File: src/ucfp_pkg.sv
`timescale 1ns / 1ps
// Shared types, command codes and helpers of the serial command frame parser.
// No dependencies; every other file of the block refers to it by scoped names.
package ucfp_pkg;

  localparam int unsigned ByteW   = 8;
  localparam int unsigned SensorW = 16;

  localparam logic [ByteW-1:0] CMD_HORIZON_ON  = 8'h1F;
  localparam logic [ByteW-1:0] CMD_HORIZON_OFF = 8'h1E;
  localparam logic [ByteW-1:0] CMD_BARO_ON     = 8'h29;
  localparam logic [ByteW-1:0] CMD_BARO_OFF    = 8'h28;
  localparam logic [ByteW-1:0] CMD_MAG_ON      = 8'h33;
  localparam logic [ByteW-1:0] CMD_MAG_OFF     = 8'h32;
  localparam logic [ByteW-1:0] CMD_FRAME_OPEN  = 8'h5A;

  localparam logic [SensorW-1:0] SENSOR_RESET = 16'd200;

  // Checksum modulus and its scaled reciprocal: floor(x * 205 / 2048) equals
  // floor(x / 10) for every x below 1029, which covers a 9-bit byte sum.
  localparam int unsigned CheckModulus = 10;
  localparam int unsigned RecipMul     = 205;
  localparam int unsigned RecipShift   = 11;
  localparam int unsigned SumW         = ByteW + 1;
  localparam int unsigned ProdW        = SumW + 8;

  typedef enum logic [3:0] {
    PH_IDLE  = 4'b0001,
    PH_HIGH  = 4'b0010,
    PH_LOW   = 4'b0100,
    PH_CHECK = 4'b1000
  } phase_t;

  typedef struct packed {
    logic [ByteW-1:0]   reply_code;
    logic               horizon_mode;
    logic               baro_mode;
    logic               mag_mode;
    logic [SensorW-1:0] sensor_value;
    logic               frame_done;
    logic               frame_accepted;
  } result_t;

  // Sum of two bytes modulo ten, without a divider.
  function automatic logic [3:0] sum_mod10(input logic [ByteW-1:0] a,
                                           input logic [ByteW-1:0] b);
    logic [SumW-1:0]  sum;
    logic [ProdW-1:0] prod;
    logic [SumW-1:0]  quot;
    logic [SumW-1:0]  rem;
    sum  = {1'b0, a} + {1'b0, b};
    prod = {8'd0, sum} * ProdW'(RecipMul);
    quot = SumW'(prod >> RecipShift);
    rem  = sum - SumW'(quot * SumW'(CheckModulus));
    return rem[3:0];
  endfunction

endpackage

File: src/ucfp_rx_if.sv
`timescale 1ns / 1ps
// Valid/ready channel that carries one received serial byte per word.
// Depends on ucfp_pkg for the byte width.
interface ucfp_rx_if;
  logic                      valid;
  logic                      ready;
  logic [ucfp_pkg::ByteW-1:0] rx_byte;

  modport source (output valid, output rx_byte, input ready);
  modport sink (input valid, input rx_byte, output ready);
endinterface

File: src/ucfp_reply_if.sv
`timescale 1ns / 1ps
// Valid/ready channel that carries one parser result word.
// Depends on ucfp_pkg for field widths.
interface ucfp_reply_if;
  logic                        valid;
  logic                        ready;
  logic [ucfp_pkg::ByteW-1:0]   reply_code;
  logic                        horizon_mode;
  logic                        baro_mode;
  logic                        mag_mode;
  logic [ucfp_pkg::SensorW-1:0] sensor_value;
  logic                        frame_done;
  logic                        frame_accepted;

  modport source (output valid, output reply_code, output horizon_mode, output baro_mode,
                  output mag_mode, output sensor_value, output frame_done,
                  output frame_accepted, input ready);
  modport sink (input valid, input reply_code, input horizon_mode, input baro_mode,
                input mag_mode, input sensor_value, input frame_done,
                input frame_accepted, output ready);
endinterface

File: src/ucfp_in_stage.sv
`timescale 1ns / 1ps
// Input register of the parser: captures one received byte per word.
// Depends on ucfp_pkg and ucfp_rx_if.
module ucfp_in_stage (
  input  logic                       clk,
  input  logic                       rst,
  ucfp_rx_if.sink                    rx,
  input  logic                       advance,
  output logic                       valid,
  output logic [ucfp_pkg::ByteW-1:0] rx_byte
);

  // Take a new word when empty or when the held word moves on this cycle.
  assign rx.ready = !valid || advance;

  always_ff @(posedge clk) begin
    if (rst) begin
      valid <= 1'b0;
    end else if (rx.ready) begin
      valid <= rx.valid;
    end
  end

  always_ff @(posedge clk) begin
    if (rx.valid && rx.ready) begin
      rx_byte <= rx.rx_byte;
    end
  end

endmodule

File: src/ucfp_decode.sv
`timescale 1ns / 1ps
// Parser state and decode: frame phase, captured data bytes, mode flags and
// sensor word, plus the result for the byte being committed. Depends on ucfp_pkg.
module ucfp_decode (
  input  logic                       clk,
  input  logic                       rst,
  input  logic                       commit,
  input  logic [ucfp_pkg::ByteW-1:0] rx_byte,
  output ucfp_pkg::result_t          res
);

  ucfp_pkg::phase_t                 phase, phase_next;
  logic [ucfp_pkg::ByteW-1:0]       high_byte, high_byte_next;
  logic [ucfp_pkg::ByteW-1:0]       low_byte, low_byte_next;
  logic                             horizon_flag, horizon_flag_next;
  logic                             baro_flag, baro_flag_next;
  logic                             mag_flag, mag_flag_next;
  logic [ucfp_pkg::SensorW-1:0]     sensor_word, sensor_word_next;
  logic [3:0]                       check_sum;
  logic                             check_ok;
  logic [ucfp_pkg::ByteW-1:0]       reply;

  assign check_sum = ucfp_pkg::sum_mod10(high_byte, low_byte);
  assign check_ok  = (rx_byte == {4'd0, check_sum}) &&
                     ((high_byte != '0) || (low_byte != '0));

  always_comb begin
    phase_next        = phase;
    high_byte_next    = high_byte;
    low_byte_next     = low_byte;
    horizon_flag_next = horizon_flag;
    baro_flag_next    = baro_flag;
    mag_flag_next     = mag_flag;
    sensor_word_next  = sensor_word;
    reply             = '0;
    res.frame_done     = 1'b0;
    res.frame_accepted = 1'b0;
    case (phase)
      ucfp_pkg::PH_HIGH: begin
        high_byte_next = rx_byte;
        phase_next     = ucfp_pkg::PH_LOW;
      end
      ucfp_pkg::PH_LOW: begin
        low_byte_next = rx_byte;
        phase_next    = ucfp_pkg::PH_CHECK;
      end
      ucfp_pkg::PH_CHECK: begin
        res.frame_done = 1'b1;
        if (check_ok) begin
          res.frame_accepted = 1'b1;
          sensor_word_next   = {high_byte, low_byte};
        end
        phase_next = ucfp_pkg::PH_IDLE;
      end
      default: begin
        case (rx_byte)
          ucfp_pkg::CMD_HORIZON_ON: begin
            horizon_flag_next = 1'b1;
            reply             = rx_byte;
          end
          ucfp_pkg::CMD_HORIZON_OFF: begin
            horizon_flag_next = 1'b0;
            reply             = rx_byte;
          end
          ucfp_pkg::CMD_BARO_ON: begin
            baro_flag_next = 1'b1;
            reply          = rx_byte;
          end
          ucfp_pkg::CMD_BARO_OFF: begin
            baro_flag_next = 1'b0;
            reply          = rx_byte;
          end
          ucfp_pkg::CMD_MAG_ON: begin
            mag_flag_next = 1'b1;
            reply         = rx_byte;
          end
          ucfp_pkg::CMD_MAG_OFF: begin
            mag_flag_next = 1'b0;
            reply         = rx_byte;
          end
          ucfp_pkg::CMD_FRAME_OPEN: begin
            high_byte_next = '0;
            low_byte_next  = '0;
            phase_next     = ucfp_pkg::PH_HIGH;
          end
          default: begin
          end
        endcase
      end
    endcase
    res.reply_code   = reply;
    res.horizon_mode = horizon_flag_next;
    res.baro_mode    = baro_flag_next;
    res.mag_mode     = mag_flag_next;
    res.sensor_value = sensor_word_next;
  end

  always_ff @(posedge clk) begin
    if (rst) begin
      phase        <= ucfp_pkg::PH_IDLE;
      high_byte    <= '0;
      low_byte     <= '0;
      horizon_flag <= 1'b0;
      baro_flag    <= 1'b0;
      mag_flag     <= 1'b0;
      sensor_word  <= ucfp_pkg::SENSOR_RESET;
    end else if (commit) begin
      phase        <= phase_next;
      high_byte    <= high_byte_next;
      low_byte     <= low_byte_next;
      horizon_flag <= horizon_flag_next;
      baro_flag    <= baro_flag_next;
      mag_flag     <= mag_flag_next;
      sensor_word  <= sensor_word_next;
    end
  end

`ifndef ASSERT_OFF
  a_accept_needs_done: assert property (@(posedge clk) disable iff (rst)
    res.frame_accepted |-> res.frame_done)
    else $error("frame accepted without closing byte");

  a_check_returns_idle: assert property (@(posedge clk) disable iff (rst)
    (commit && phase == ucfp_pkg::PH_CHECK) |=> phase == ucfp_pkg::PH_IDLE)
    else $error("phase did not return to idle after checksum byte");

  a_flags_hold_in_frame: assert property (@(posedge clk) disable iff (rst)
    (commit && phase != ucfp_pkg::PH_IDLE) |=>
      ($stable(horizon_flag) && $stable(baro_flag) && $stable(mag_flag)))
    else $error("mode flag changed by a frame byte");

  a_sensor_only_on_accept: assert property (@(posedge clk) disable iff (rst)
    (commit && !res.frame_accepted) |=> $stable(sensor_word))
    else $error("sensor word changed without an accepted frame");
`endif

endmodule

File: src/uart_command_frame_parser_core.sv
`timescale 1ns / 1ps
// Top level of the serial command frame parser: input register, decode with
// state, and result register. Depends on ucfp_pkg, both channel interfaces,
// ucfp_in_stage and ucfp_decode.
//
// Usage:
//   rx carries one received serial byte per word; reply returns exactly one
//   result word for every byte taken, in order. Idle bytes 0x1F/0x1E,
//   0x29/0x28 and 0x33/0x32 set/clear the horizon, barometer and magnetometer
//   flags and are echoed in reply_code. 0x5A opens a frame of high byte, low
//   byte and checksum; the closing word raises frame_done, and frame_accepted
//   when the checksum equals (high + low) mod 10 and the data is nonzero, in
//   which case sensor_value takes {high, low}.
//   Each byte passes the input register, then the result register. While
//   reply.ready is high, throughput is one byte per cycle; the path between the
//   two registers is a byte decode plus a 9-bit sum and constant-modulus remainder.
//   Reset (synchronous, rst high): both registers empty, flags cleared,
//   frame phase idle, internal sensor word 200 (sensor_value itself is not reset).
//   Stall: while reply.ready is low the result word holds; one further byte
//   is held in the input register, after which rx.ready drops.
module uart_command_frame_parser_core (
  input  logic          clk,
  input  logic          rst,
  ucfp_rx_if.sink       rx,
  ucfp_reply_if.source  reply
);

  logic                       in_valid;
  logic [ucfp_pkg::ByteW-1:0] in_byte;
  logic                       advance;
  logic                       out_valid;
  ucfp_pkg::result_t          dec_res;
  ucfp_pkg::result_t          out_res;

  // Move the held byte on when the result register is empty or being drained.
  assign advance = in_valid && (!out_valid || reply.ready);

  ucfp_in_stage u_in_stage (
    .clk     (clk),
    .rst     (rst),
    .rx      (rx),
    .advance (advance),
    .valid   (in_valid),
    .rx_byte (in_byte)
  );

  // State updates only when the byte's result is written to the output.
  ucfp_decode u_decode (
    .clk     (clk),
    .rst     (rst),
    .commit  (advance),
    .rx_byte (in_byte),
    .res     (dec_res)
  );

  always_ff @(posedge clk) begin
    if (rst) begin
      out_valid <= 1'b0;
    end else if (advance) begin
      out_valid <= 1'b1;
    end else if (reply.ready) begin
      out_valid <= 1'b0;
    end
  end

  // Payload needs no reset; load with each committed byte.
  always_ff @(posedge clk) begin
    if (advance) begin
      out_res <= dec_res;
    end
  end

  assign reply.valid          = out_valid;
  assign reply.reply_code     = out_res.reply_code;
  assign reply.horizon_mode   = out_res.horizon_mode;
  assign reply.baro_mode      = out_res.baro_mode;
  assign reply.mag_mode       = out_res.mag_mode;
  assign reply.sensor_value   = out_res.sensor_value;
  assign reply.frame_done     = out_res.frame_done;
  assign reply.frame_accepted = out_res.frame_accepted;

endmodule
File: src/flat_wrapper.sv
// flat-port wrapper written by rule: the top's interface ports become plain ports
module uart_command_frame_parser_core_flat 
  (clk, rst, rx_valid, rx_rx_byte, rx_ready, reply_valid, reply_reply_code, reply_horizon_mode, reply_baro_mode, reply_mag_mode, reply_sensor_value, reply_frame_done, reply_frame_accepted, reply_ready);
  ucfp_rx_if rx_i ();
  ucfp_reply_if reply_i ();
  input  logic clk;
  input  logic rst;
  input wire logic [$bits(rx_i.valid)-1:0] rx_valid;
  input wire logic [$bits(rx_i.rx_byte)-1:0] rx_rx_byte;
  output wire logic [$bits(rx_i.ready)-1:0] rx_ready;
  output wire logic [$bits(reply_i.valid)-1:0] reply_valid;
  output wire logic [$bits(reply_i.reply_code)-1:0] reply_reply_code;
  output wire logic [$bits(reply_i.horizon_mode)-1:0] reply_horizon_mode;
  output wire logic [$bits(reply_i.baro_mode)-1:0] reply_baro_mode;
  output wire logic [$bits(reply_i.mag_mode)-1:0] reply_mag_mode;
  output wire logic [$bits(reply_i.sensor_value)-1:0] reply_sensor_value;
  output wire logic [$bits(reply_i.frame_done)-1:0] reply_frame_done;
  output wire logic [$bits(reply_i.frame_accepted)-1:0] reply_frame_accepted;
  input wire logic [$bits(reply_i.ready)-1:0] reply_ready;
  assign rx_i.valid = rx_valid;
  assign rx_i.rx_byte = rx_rx_byte;
  assign rx_ready = rx_i.ready;
  assign reply_valid = reply_i.valid;
  assign reply_reply_code = reply_i.reply_code;
  assign reply_horizon_mode = reply_i.horizon_mode;
  assign reply_baro_mode = reply_i.baro_mode;
  assign reply_mag_mode = reply_i.mag_mode;
  assign reply_sensor_value = reply_i.sensor_value;
  assign reply_frame_done = reply_i.frame_done;
  assign reply_frame_accepted = reply_i.frame_accepted;
  assign reply_i.ready = reply_ready;
  uart_command_frame_parser_core u_core (.clk(clk), .rst(rst), .rx(rx_i), .reply(reply_i));
endmodule
File: config.mk
export PLATFORM = sky130hd
export DESIGN_NAME = uart_command_frame_parser_core_flat
export DESIGN_NICKNAME = d
export VERILOG_FILES = /design/src/ucfp_pkg.sv /design/src/ucfp_rx_if.sv /design/src/ucfp_reply_if.sv /design/src/ucfp_in_stage.sv /design/src/ucfp_decode.sv /design/src/uart_command_frame_parser_core.sv /design/src/flat_wrapper.sv
export SDC_FILE = /design/constraint.sdc
export NUM_CORES = 1
export LEC_CHECK = 0
export BUFFER_PORTS_ARGS = -buffer_cell sky130_fd_sc_hd__buf_2
export CAP_MARGIN = 5
export CORE_MARGIN = 1
export CORE_UTILIZATION = 35
export CTS_CLUSTER_SIZE = 16
export DETAILED_ROUTE_END_ITERATION = 10
export GPL_ROUTABILITY_DRIVEN = 0
export PLACE_DENSITY = 0.56
export SYNTH_ARGS = -nofsm -noshare
export SYNTH_HDL_FRONTEND = slang
export SYNTH_SLANG_ARGS = --single-unit
export TNS_END_PERCENT = 10
File: constraint.sdc
create_clock -name clk -period 10 [get_ports clk]
set_clock_uncertainty 0.15 [all_clocks]
set_input_delay 0.5 -clock clk [delete_from_list [all_inputs] [get_ports clk]]
set_output_delay 0.5 -clock clk [all_outputs]
set_load 0.02 [all_outputs]
======== Word-level counts from Yosys, hierarchy flattened ========
Cells that the tools add are included.
W data, S select, Z words.
storage, ports and cells
  register bits after elaboration ......... 78
  bits in latches ......................... 0
  RAM bits ................................ 0
  memory bits (read-only) ................. 0
  input bits .............................. 12
  output and inout port bits .............. 31
  word-level logic and storage cells ...... 74
  memories kept ........................... 0
operators by class
  add/subtract/negate cells ............... 2
  multipliers ............................. 2
  div/mod/pow operators ................... 0
  order comparisons ....................... 0
  equal/unequal tests ..................... 11
  shifts and indexed selects .............. 0
  multiplexer cells ....................... 17
  bitwise logic cells ..................... 3
  reductions and logical operators ........ 22
operators by type and width
  operator                count
  $eq A8 B6 Y1 const B    4
  $mux W16                2
  $pmux W8 S2             2
  $mul A9 B8 Y17 const B  1
  $eq A8 B5 Y1 const B    2
  $reduce_bool A8 Y1      2
  $pmux W4 S3             1
  $add A8 B8 Y9           1
  $eq A8 B4 Y1            1
  $eq A8 B7 Y1 const B    1
  $mux W8                 1
  $mul A6 B3 Y3 const B   1
  $mux W1                 6
  $pmux W1 S2             3
  $reduce_and A3 Y1       2
  $reduce_bool A2 Y1      3
  $reduce_or A6 Y1        1
  $eq A4 B2 Y1 const B    1
  $eq A4 B3 Y1 const B    1
  $eq A4 B4 Y1 const B    1
  $mux W4                 1
  $reduce_bool A4 Y1      1
  $reduce_or A2 Y1        2
  $reduce_or A4 Y1        1
  8 further kinds         15

======== Logic depth before layout (Yosys ltp) ========
Gate-level depths: netlist of the first run.
  word-level depth ........................ 8
  gate-level depth with buffers ........... 32
  mapped depth without buffers ............ 31

======== Hierarchy ========
From an unflattened synthesis of the first run, not the netlist that was laid out.
unflattened totals
  cell total of the unflattened synthesis .. 446
  area, all modules ....................... 4,758.3 µm²
by module, submodules not included
  module                          instances  cells an instance  area an instance (µm²)  seq. area each (µm²)
  ucfp_decode                     1          399                3,537.1                 780.7
  uart_command_frame_parser_core  1          34                 925.9                   890.9
  ucfp_in_stage                   1          13                 295.3                   260.2

======== Least setup slack after synthesis of the first run ========
No wires, ideal clock.
  path type ............................... register to register
  start point ............................. register u_core.u_decode.high_byte[0] in the netlist's numbering
  end point ............................... register u_core.out_res (netlist bit u_core.reply.sensor_value[0]) (data pin)
  setup time .............................. 0.260 ns
  data arrival time ....................... 6.758 ns
  data required time ...................... 9.590 ns
  setup slack ............................. 2.833 ns
  stages on the path, launching flop included .. 33
  buffers on the path ..................... 1
  clock period less this slack ............ 7.167 ns
  cells stage by stage .................... dfxtp_1 -> ha_1 -> fa_1 -> a21oi_1 -> nor2_1 -> nor2_1 -> o21bai_1 -> a21oi_1 -> xnor2_1 -> ha_1 -> inv_1 -> fa_1 -> inv_1 -> fa_1 -> inv_1 -> fa_1 -> inv_1 -> ha_1 -> a21oi_1 -> o21ai_0 -> a21oi_1 -> and2b_1 -> nor2_1 -> xnor2_1 -> fa_1 -> xnor2_1 -> xnor2_1 -> xnor2_1 -> xnor2_1 -> nor2b_1 -> mux2_4 -> buf_6 -> mux2_2
RTL lines
  item                    line                                  RTL
  start, declared         ucfp_decode.sv:13                     logic [ucfp_pkg::ByteW-1:0] high_byte, high_byte_next;
  start signal, assigned  ucfp_decode.sv:109                    high_byte <= high_byte_next;
  end signal, assigned    uart_command_frame_parser_core.sv:69  out_res <= dec_res;
  end, declared           uart_command_frame_parser_core.sv:33  ucfp_pkg::result_t out_res;

======== Worst setup path in the final report of the first run ========
  start point ............................. register u_core.u_decode.high_byte[1] in the netlist's numbering
  end point ............................... register u_core.u_decode.sensor_word[0] in the netlist's numbering
on the way
  cells in the longest elaborated chain, start to end .. 8
  elaborated cells on any way between the ends .. 10
  those cells by class .................... 2 x add/sub; 2 x mul; 1 x eq/ne; 2 x mux; 3 x reduce/logical
ends and longest elaborated chain
  item                     line                RTL
  $add A8 B8 Y9            ucfp_pkg.sv:51      sum = {1'b0, a} + {1'b0, b};
  $mul A9 B8 Y17           ucfp_pkg.sv:52      prod = {8'd0, sum} * ProdW'(RecipMul);
  $mul A6 B3 Y3            ucfp_pkg.sv:54      rem = sum - SumW'(quot * SumW'(CheckModulus));
  $sub A4 B4 Y4            ucfp_pkg.sv:54
  $eq A8 B4 Y1             ucfp_decode.sv:24   assign check_ok = (rx_byte == {4'd0, check_sum}) &&
  $logic_and A1 B1 Y1 (*)  ucfp_decode.sv:24
  $mux W16 (*)             ucfp_decode.sv:49   if (check_ok) begin
  $mux W16 (*)             ucfp_decode.sv:38   case (phase)
  end signal, assigned     ucfp_decode.sv:106  sensor_word <= ucfp_pkg::SENSOR_RESET;
  end signal, assigned     ucfp_decode.sv:114  sensor_word <= sensor_word_next;
  end, declared            ucfp_decode.sv:18   logic [ucfp_pkg::SensorW-1:0] sensor_word, sensor_word_next;
Mark *: on every way between the ends. The rest lies on a longest branch, timed or not.
A chain may end at the register's enable or synchronous reset.

==> results of run 1 <==
==> layout by cell type, fill, tap and decap left out, types with 2 or more instances in the layout <==
cell	instances
inv_1	49
buf_2	42
dfxtp_1	41
ha_1	40
nor2_1	37
edfxtp_1	37
nand2b_1	28
nand2_1	21
a21oi_1	21
mux2_2	19
mux2i_1	16
a22oi_1	16
fa_1	16
xnor2_1	14
clkbuf_16	9
o21ai_0	8
xor2_1	7
nor3_1	6
nor4_1	4
nand4_1	3
nand3_1	3
o21bai_1	3
clkinv_2	3
nor4b_2	2
a21o_1	2
nor2b_1	2
o31ai_1	2
or3b_2	2
o21a_1	2
and2_1	2
or3_1	2
clkbuf_1	2
conb_1	2
==> state kept, by name, indices dropped and copies added, names as in the netlist <==
register	count
u_core.u_decode.high_byte	8
u_core.reply.frame_accepted	1
u_core.u_decode.phase	4
u_core.reply.frame_done	1
u_core.reply.mag_mode	1
u_core.reply.valid	1
u_core.reply.baro_mode	1
u_core.u_decode.sensor_word	16
u_core.u_in_stage.valid	1
u_core.reply.reply_code	8
u_core.u_decode.mag_flag	1
u_core.reply.sensor_value	16
u_core.u_decode.baro_flag	1
u_core.u_decode.low_byte	8
u_core.u_decode.horizon_flag	1
u_core.reply.horizon_mode	1
u_core.u_in_stage.rx_byte	8
==> stage by stage <==
step	power [mW]	instances
after detailed placement	0.3819	639
after floorplan	0.3709	439
after CTS	0.6699	655
final	0.6632	655
after global placement	0.3817	639
after global routing	0.6847	655
==> cells by family after synthesis <==
kind of cell,Yosys count
AO/OA/AOI/OAI,59
XOR/XNOR,22
adder cells (fa/ha/maj),56
buffers and inverters,65
flip-flops,78
multiplexers,37
other,1
AND/OR/NAND/NOR,120
==> power by group <==
group	internal, mW	switching [mW]	leakage, nW
Combinational	0.00930	0.0185	1.38
Sequential	0.342	0.00527	0.663
Clock	0.166	0.122	0.131
==> worst max-delay path: cells and delay by family (launching register included) <==
family          cells  cell delay [ps]
compound gates      7             1310
xor+xnor            3              560
fa+ha+maj           7             3020
buf+inv             2              100
flops               1              490
mux                 2              930
simple gates        7             1250
==> cell usage after synthesis, drive strengths merged, types with 4 or more instances <==
master | count | share of area [%]
mux2 | 20 | 4.9
a21oi | 21 | 2.3
inv | 50 | 4.0
xnor2 | 15 | 3.0
nand2 | 21 | 1.7
dfxtp | 41 | 18
nor4 | 4 | 0.54
edfxtp | 37 | 24
o21ai | 9 | 0.97
nor2 | 37 | 3.0
clkbuf | 11 | 0.89
buf | 4 | 0.70
xor2 | 7 | 1.3
fa | 16 | 6.9
a22oi | 16 | 2.6
nand2b | 28 | 3.8
mux2i | 17 | 3.9
ha | 40 | 11
nor3 | 7 | 0.86
==> per-layer routing <==
layer / part of all wire (%) / up-vias / GRT usage (%)
li1: - / 1584 / -
met4: 0.63 / 0 / 3.291
met1: 50 / 1484 / 20.18
met2: 45 / 68 / 22.08
met5: 0 / - / 0
met3: 4.7 / 6 / 3.605
==> path summary, 6_finish.rpt <==
kind	startpoint	end	slack, ps	cells after the start
setup / recovery	u_core.u_decode.high_byte[1]	u_core.u_decode.sensor_word[0]	2090	28
hold / removal	rx_rx_byte[1]	u_core.u_in_stage.rx_byte[1]	190	1
setup reg to reg	u_core.u_decode.high_byte[1]	u_core.u_decode.sensor_word[0]	2090	28
hold reg to reg	u_core.u_decode.baro_flag	u_core.u_decode.baro_flag	310	2
==> cell type report <==
cell class | instances | share of cell area [%]
Multi-Input combinational cell | 296 | 46.62
Sequential cell | 78 | 36.67
Clock buffer | 11 | 4.417
Timing Repair Buffer | 43 | 4.132
Tap cell | 172 | 4.085
Inverter | 50 | 3.562
Clock inverter | 5 | 0.5224
==> impl_metrics.toml, run 1 <==
[sta]
relSlewSlack_pct = 26.84
timing.final.crit_share_pct = 79.11
fin_crit_ps = 7911
max_freq_mhz = 126.4
fin_tns_setup_ps = 0
hold-worst-slack_ps = 191.5
timing_worst_slew_pin_value_ps = 1089
finalHoldViolCount = 0
rsz0062_at_grt = "false"
setup_violations = 0
timing.final.ws_setup_ps = 2090
slew_viol_final = 0

[yosys]
yosysWarnings = 0
synth_compound_area_share_pct = 8.241
synth_ff_type = "dfxtp_1"
syn_area_sq_mm = 0.004646
synth-edff-count = 37
avgSynthCellArea_sq_um = 10.61
synthAdderAreaFrac_pct = 17.67
synth-xor-area-share_pct = 4.309
synthCells = 438
yosys-mux-area-fraction_pct = 8.861
yosys.area_share.simple_pct = 13.63
synth_top_family_by_area = "adder cells"
yosysUniqueCellTypes = 49
synthArstFlopShare_pct = 0
ys_ff_latch = 78
synth_seq_area_share_pct = 41.58

[clock_network]
cts_root_buf = "clkbuf_16"
clk_pin_slew_ps = 60
cts_tree = "built"
post_cts_resized = 0
cts_inserted_buffers = 9
cts_hold_buf = 0
clk_path_buf_depth = 2
cts_setup_buffers = 0
cts_sinks = 78
clk_latency_ps = 330
cts_max_level = 3

[worst_setup_path]
cp_slowest_cell = "mux2i_4"
cp-end-kind = "register"
crit_arrival_ps = 8020
critPathMaxFanout = 16
cpPeakStageDelay_ps = 660
critical_path_class = "register to register"
cp.required_ps = 10110
cp-start-kind = "register"
cpMostUsedCell = "fa_1"

[pwr]
p_per_area_mw_per_mm2 = 125.9
p_leak_nw = 2.170
peakVddDrop_v = 0.00009559

[floorplan]
top_level_ports = 43
chipHeight_um = 117.2
fp.dieW_um = 117.2
dieArea_sq_mm = 0.01374
start_util_pct = 36.37
coreArea_sq_mm = 0.01277
num_rows = 41

[layout]
fillCellCount = 1223
multi_input_area_sq_mm = 0.002456
postLayoutCellArea_sq_mm = 0.005269
register_area_sq_mm = 0.001932
layout.nets = 546
postLayoutCoreUtil_pct = 41.25
syn_to_final_growth_pct = 13.41
diodes = 0
drive_above_1_share_pct = 17.81

[drt]
avgViaCountPerCell = 4.797
drt_wl_total_um = 9074
dr.pass1.iters = 4
postRouteAntennaNets = 0
via_count = 3142
routedWlPerCell_um = 13.85
drc = 0
first_iter_violations = 189

[place]
io_buffers = 42
pre_cts_ws_ps = 2000
place_area_sq_mm = 0.005009
hpwl_um = 6726

[worst_hold_path]
hold_path.class = "input pin to register"

[global_route]
grt_remaining_overflow = 0
grt_first_pass_wirelength_um = 15070
track_usage_pct = 14.34
antenna_found_initial = 0
grt_pass1_vias = 3045
grt_max_degree = 58

[status]
outcome = "finished, final reports clean"

[flow_run]
maxCapViolCount = 0
Note: power is estimated with default switching activity, not from simulation.
==> run 2, diff against run 1 <==
Settings changed: PLACE_DENSITY 0.56 to 0.58.
Clock period 10 ns to 6.86 ns, I/O delays scaled along.
==> impl_metrics.toml, run 2 (synthesized netlist as in run 1, its figures left out) <==
[status]
outcome = "complete, but fails checks"
violations = "setup timing"

[pwr]
p_leak_nw = 2.468
peakVddDrop_v = 0.0001360
p_per_area_mw_per_mm2 = 163.2

[worst_setup_path]
cpPeakStageDelay_ps = 530
crit_arrival_ps = 7010
ff2ff_path_depth = 34
timing.rr.end = "u_core.reply.sensor_value[8]"
cp-startpoint = "u_core.u_decode.low_byte[0]"
critical_path_class = "register to register"
r2r_slack_ps = -220
cp_slowest_cell = "fa_2"
critPathMaxFanout = 5
cpMostUsedCell = "a21oi_2"
cp-end-kind = "register"
endpoint = "u_core.reply.sensor_value[8]"
r2r-start = "u_core.u_decode.low_byte[0]"
cp-start-kind = "register"
cp.required_ps = 6790

[sta]
rsz0062_at_grt = "true"
finalHoldViolCount = 0
hold-worst-slack_ps = 35.99
timing.final.ws_setup_ps = -223.1
timing_worst_slew_pin_value_ps = 1240
timing.final.crit_share_pct = 103.3
slew_viol_final = 0
relSlewSlack_pct = 16.68
max_freq_mhz = 141.2
setup_violations = 32
fin_crit_ps = 7083

[global_route]
antenna_found_initial = 0
grt_max_degree = 58
grt_first_pass_wirelength_um = 16260
grt_pass1_vias = 3223
track_usage_pct = 15.73
grt_remaining_overflow = 0

[floorplan]
coreArea_sq_mm = 0.01277
top_level_ports = 43
start_util_pct = 36.37
num_rows = 41
chipHeight_um = 117.2
dieArea_sq_mm = 0.01374
fp.dieW_um = 117.2

[drt]
via_count = 3345
highest_layer = "met4"
drt_wl_total_um = 10190
routedWlPerCell_um = 14.54
route.met3.wl_um = 402
drc = 0
route.met2.wl_um = 5025
wl_met1_um = 4680
dr.pass1.iters = 4
postRouteAntennaNets = 0
avgViaCountPerCell = 4.772
first_iter_violations = 155

[place]
io_buffers = 42
hpwl_um = 7335

[layout]
fillCellCount = 1187
layout_commonest_cell = "inv_1"
layout.nets = 592
most-common-layout-cells = "inv_1, buf_2, buf_4"
diodes = 0
drive_above_1_share_pct = 32.70
postLayoutCoreUtil_pct = 46.80
syn_to_final_growth_pct = 28.68

[clock_network]
cts_tree = "built"
clk_latency_ps = 330
cts_inserted_buffers = 9
cts_max_level = 3
clk_path_buf_depth = 2
cts_sinks = 78
clk_pin_slew_ps = 60
cts_hold_buf = 0
cts_root_buf = "clkbuf_16"

[worst_hold_path]
hold_path.class = "input pin to register"

[flow_run]
maxCapViolCount = 0
## run 2: cell count changes in the layout (fill, tap and decap cells not counted), sizes merged
cell / previous run / this run
clkinvlp: 0 / 1
buf: 43 / 87
clkinv: 5 / 2
inv: 50 / 52
clkbuf: 11 / 13
## run 2: worst max-delay path: cells and delay by family, from the launching register on
kind	cells	cell delay [ps]
flip-flops	1	350
AO/OA/AOI/OAI	6	630
adder cells (fa/ha/maj)	9	3250
buffers and inverters	8	740
multiplexers	2	530
AND/OR/NAND/NOR	6	770
XOR/XNOR	3	380
## run 2: how the worst min path moves through the flow
stage / from / to / cells after the start
final: rx_rx_byte[4] / u_core.u_in_stage.rx_byte[4] / 1
after global routing: rx_rx_byte[4] / u_core.u_in_stage.rx_byte[4] / 1
after CTS: rx_rx_byte[4] / u_core.u_in_stage.rx_byte[4] / 1
after detailed placement: u_core.u_decode.baro_flag / u_core.u_decode.baro_flag / 2
after global placement: u_core.u_decode.horizon_flag / u_core.u_decode.horizon_flag / 2
after floorplan: u_core.u_decode.baro_flag / u_core.u_decode.baro_flag / 2
## run 2: area by class of cell
cell class,count,area [sq um],share of cell area [%]
Sequential cell,78,1939,32.44
Multi-Input combinational cell,296,2731,45.69
Clock buffer,11,232.7,3.893
Clock inverter,5,32.53,0.5442
Inverter,50,187.7,3.139
Timing Repair Buffer,89,639.4,10.69
Tap cell,172,215.2,3.600
## run 2: what timing repair did
item,CTS,global route
setup buffers,9,3
gates cloned,1,1
resized for setup,8,28
endpoints found under the setup margin,32,33
pin swaps,30,27
## run 2: metrics by stage
step	setup WS (ps)	power (mW)	instance area [sq um]	setup TNS (ps)	instances
floorplan	-6.604	0.5403	4747	-66.04	439
finish	-223.1	0.9758	5978	-5803	701
detailed placement	-198.6	0.5578	5380	-5628	671
global route	-529.3	1.008	5978	-15750	701
global placement	-100.6	0.5571	5380	-2279	671
CTS	-145.6	0.9841	5762	-2865	697
## run 2: routing by layer
layer | global-route usage (%) | up-vias
met3 | 3.296 | 8
met1 | 21.19 | 1605
li1 | - | 1673
met5 | 0 | -
met4 | 3.882 | 0
met2 | 25.73 | 59
## run 2: power by group
part           total [mW]  switching, mW  internal, mW
Clock               0.427          0.182         0.245
Sequential          0.506        0.00858         0.498
Combinational      0.0424         0.0276        0.0148
Total               0.976          0.218         0.757
==> run 3, diff against run 2 <==
Settings changed: ABC_AREA set to 1, PLACE_DENSITY 0.58 to 0.57.
==> impl_metrics.toml, run 3 <==
[status]
outcome = "finished, final reports clean"

[worst_setup_path]
critical_path_class = "register to register"
cp.required_ps = 6790
cp_slowest_cell = "fa_1"
cp-end-kind = "register"
cpMostUsedCell = "inv_2"
cpPeakStageDelay_ps = 550
critPathMaxFanout = 6
cp-start-kind = "register"
crit_arrival_ps = 6700

[drt]
dr.pass1.iters = 5
routedWlPerCell_um = 12.41
drt_wl_total_um = 10400
route.met2.wl_um = 5049
wl_met1_um = 4982
postRouteAntennaNets = 0
avgViaCountPerCell = 4.652
highest_layer = "met4"
route.met3.wl_um = 299
via_count = 3898
first_iter_violations = 173
drc = 0

[layout]
drive_above_1_share_pct = 25.38
most-common-layout-cells = "nand2_1, inv_1, nor2_1"
register_area_sq_mm = 0.001936
postLayoutCellArea_sq_mm = 0.006028
postLayoutCoreUtil_pct = 43.26
diodes = 0
syn_to_final_growth_pct = 19.67
layout_commonest_cell = "nand2_1"
layout.nets = 721
fillCellCount = 1363
multi_input_area_sq_mm = 0.002793

[global_route]
grt_pass1_vias = 3682
grt_first_pass_wirelength_um = 16900
grt_remaining_overflow = 0
antenna_found_initial = 0
track_usage_pct = 14.37
grt_max_degree = 60

[yosys]
synth_top_area_share_pct = 22.06
yosysWarnings = 0
synth.area.top_cells = "edfxtp_1, dfxtp_1, ha_1"
ys_ff_latch = 78
synthArstFlopShare_pct = 0
syn_area_sq_mm = 0.005037
synth_seq_area_share_pct = 38.35
synth-edff-count = 37
avgSynthCellArea_sq_um = 8.509
synth_ff_type = "dfxtp_1"
synth_common_cells = "nand2_1, inv_1, nor2_1, dfxtp_1, ha_1"
yosysUniqueCellTypes = 40
synthCells = 592
synth_most_common_cell = "nand2_1"
synth_area_leader_cell = "edfxtp_1"

[floorplan]
dieArea_sq_mm = 0.01488
fp.dieW_um = 122.0
top_level_ports = 43
coreArea_sq_mm = 0.01393
chipHeight_um = 122.0
num_rows = 43
start_util_pct = 36.15

[sta]
rsz0062_at_grt = "true"
fin_crit_ps = 6773
timing_worst_slew_pin_value_ps = 773.8
relSlewSlack_pct = 48.41
setup_violations = 0
slew_viol_final = 0
timing.final.crit_share_pct = 98.74
finalHoldViolCount = 0
max_freq_mhz = 147.6

[pwr]
p_leak_nw = 2.846
total_power_mw = 1.020
peakVddDrop_v = 0.0001091
p_per_area_mw_per_mm2 = 169.3

[worst_hold_path]
hold_path.class = "input pin to register"

[place]
place_area_sq_mm = 0.005488
hpwl_um = 7786
io_buffers = 42

[clock_network]
cts_root_buf = "clkbuf_16"
cts_sinks = 78
clk_latency_ps = 330
cts_hold_buf = 0
cts_inserted_buffers = 9
cts_tree = "built"
clk_path_buf_depth = 2
cts_max_level = 3
clk_pin_slew_ps = 60

[flow_run]
maxCapViolCount = 0
## run 3: cell count changes in the layout (fill, tap and decap cells not counted), moves of 17 or more
cell	previous run	this run
nor2_1	35	52
nand2_4	0	17
buf_4	41	16
inv_1	45	97
nand2_1	20	117
a21oi_1	13	33
nand2b_1	28	0
## run 3: logic make-up (layout without fill, tap and decap cells)
family | Yosys count | count (layout) | share of synthesized area, %
compound gates | 50 | 50 | 5.514
xor+xnor | 6 | 6 | 1.043
fa+ha+maj | 56 | 56 | 16.29
buf+inv | 122 | 187 | 10.46
flops | 78 | 78 | 38.35
other cells | 1 | 2 | 0.07444
simple gates | 279 | 279 | 28.27
## run 3: where the power goes
group | switching, mW | internal, mW | leakage (nW)
clock | 0.174 | 0.243 | 0.122
sequential | 0.0137 | 0.510 | 0.682
combinational | 0.0515 | 0.0281 | 2.04
total | 0.239 | 0.782 | 2.85
## run 3: cell type report
cell class,count,area share (%)
multi-input combinational,393,46.33
sequential,78,32.11
timing repair buffer,63,6.787
inverter,108,6.725
clock buffer,12,3.923
tap,180,3.736
clock inverter,4,0.3944
## run 3: path summary, 6_finish.rpt
kind,slack (ps),to,depth (start not counted),startpoint
setup / recovery,90,u_core.reply.sensor_value[13],36,u_core.u_decode.low_byte[0]
hold / removal,40,u_core.u_in_stage.rx_byte[0],1,rx_rx_byte[0]
setup reg to reg,90,u_core.reply.sensor_value[13],36,u_core.u_decode.low_byte[0]
hold reg to reg,320,u_core.u_decode.sensor_word[7],2,u_core.u_decode.sensor_word[7]
## run 3: per-stage QoR
stage	std cells	TNS [ps]	setup WS, ps	hold WS [ps]
finish	838	0	86.61	38.48
global route	838	-7823	-275.2	25.68
CTS	833	0	6.588	28.10
detailed placement	817	-1396	-102.4	305.6
global placement	817	0	30.91	302.9
floorplan	593	0	191.3	290.7
## run 3: layer usage
layer	global-route usage, %	vias to the layer above
li1	-	2015
met1	19.25	1815
met2	23.76	61
met3	2.715	7
met4	3.395	0
met5	0	-
## run 3: worst max-delay path, delay by kind of cell, from the launching register on
family                     cells  cell delay (ps)
AOI/OAI and AO/OA              5              830
xor gates and xnor gates       1              170
adders and majority gates      9             3210
buffers and inverters          7              500
DFF                            1              330
and+or+nand+nor               14             1340
## run 3: what timing repair did
action,in CTS,in global routing
setup buffers,0,4
cloned,0,1
pin swaps,0,33
setup endpoints to repair,32,33
resized for setup,4,51
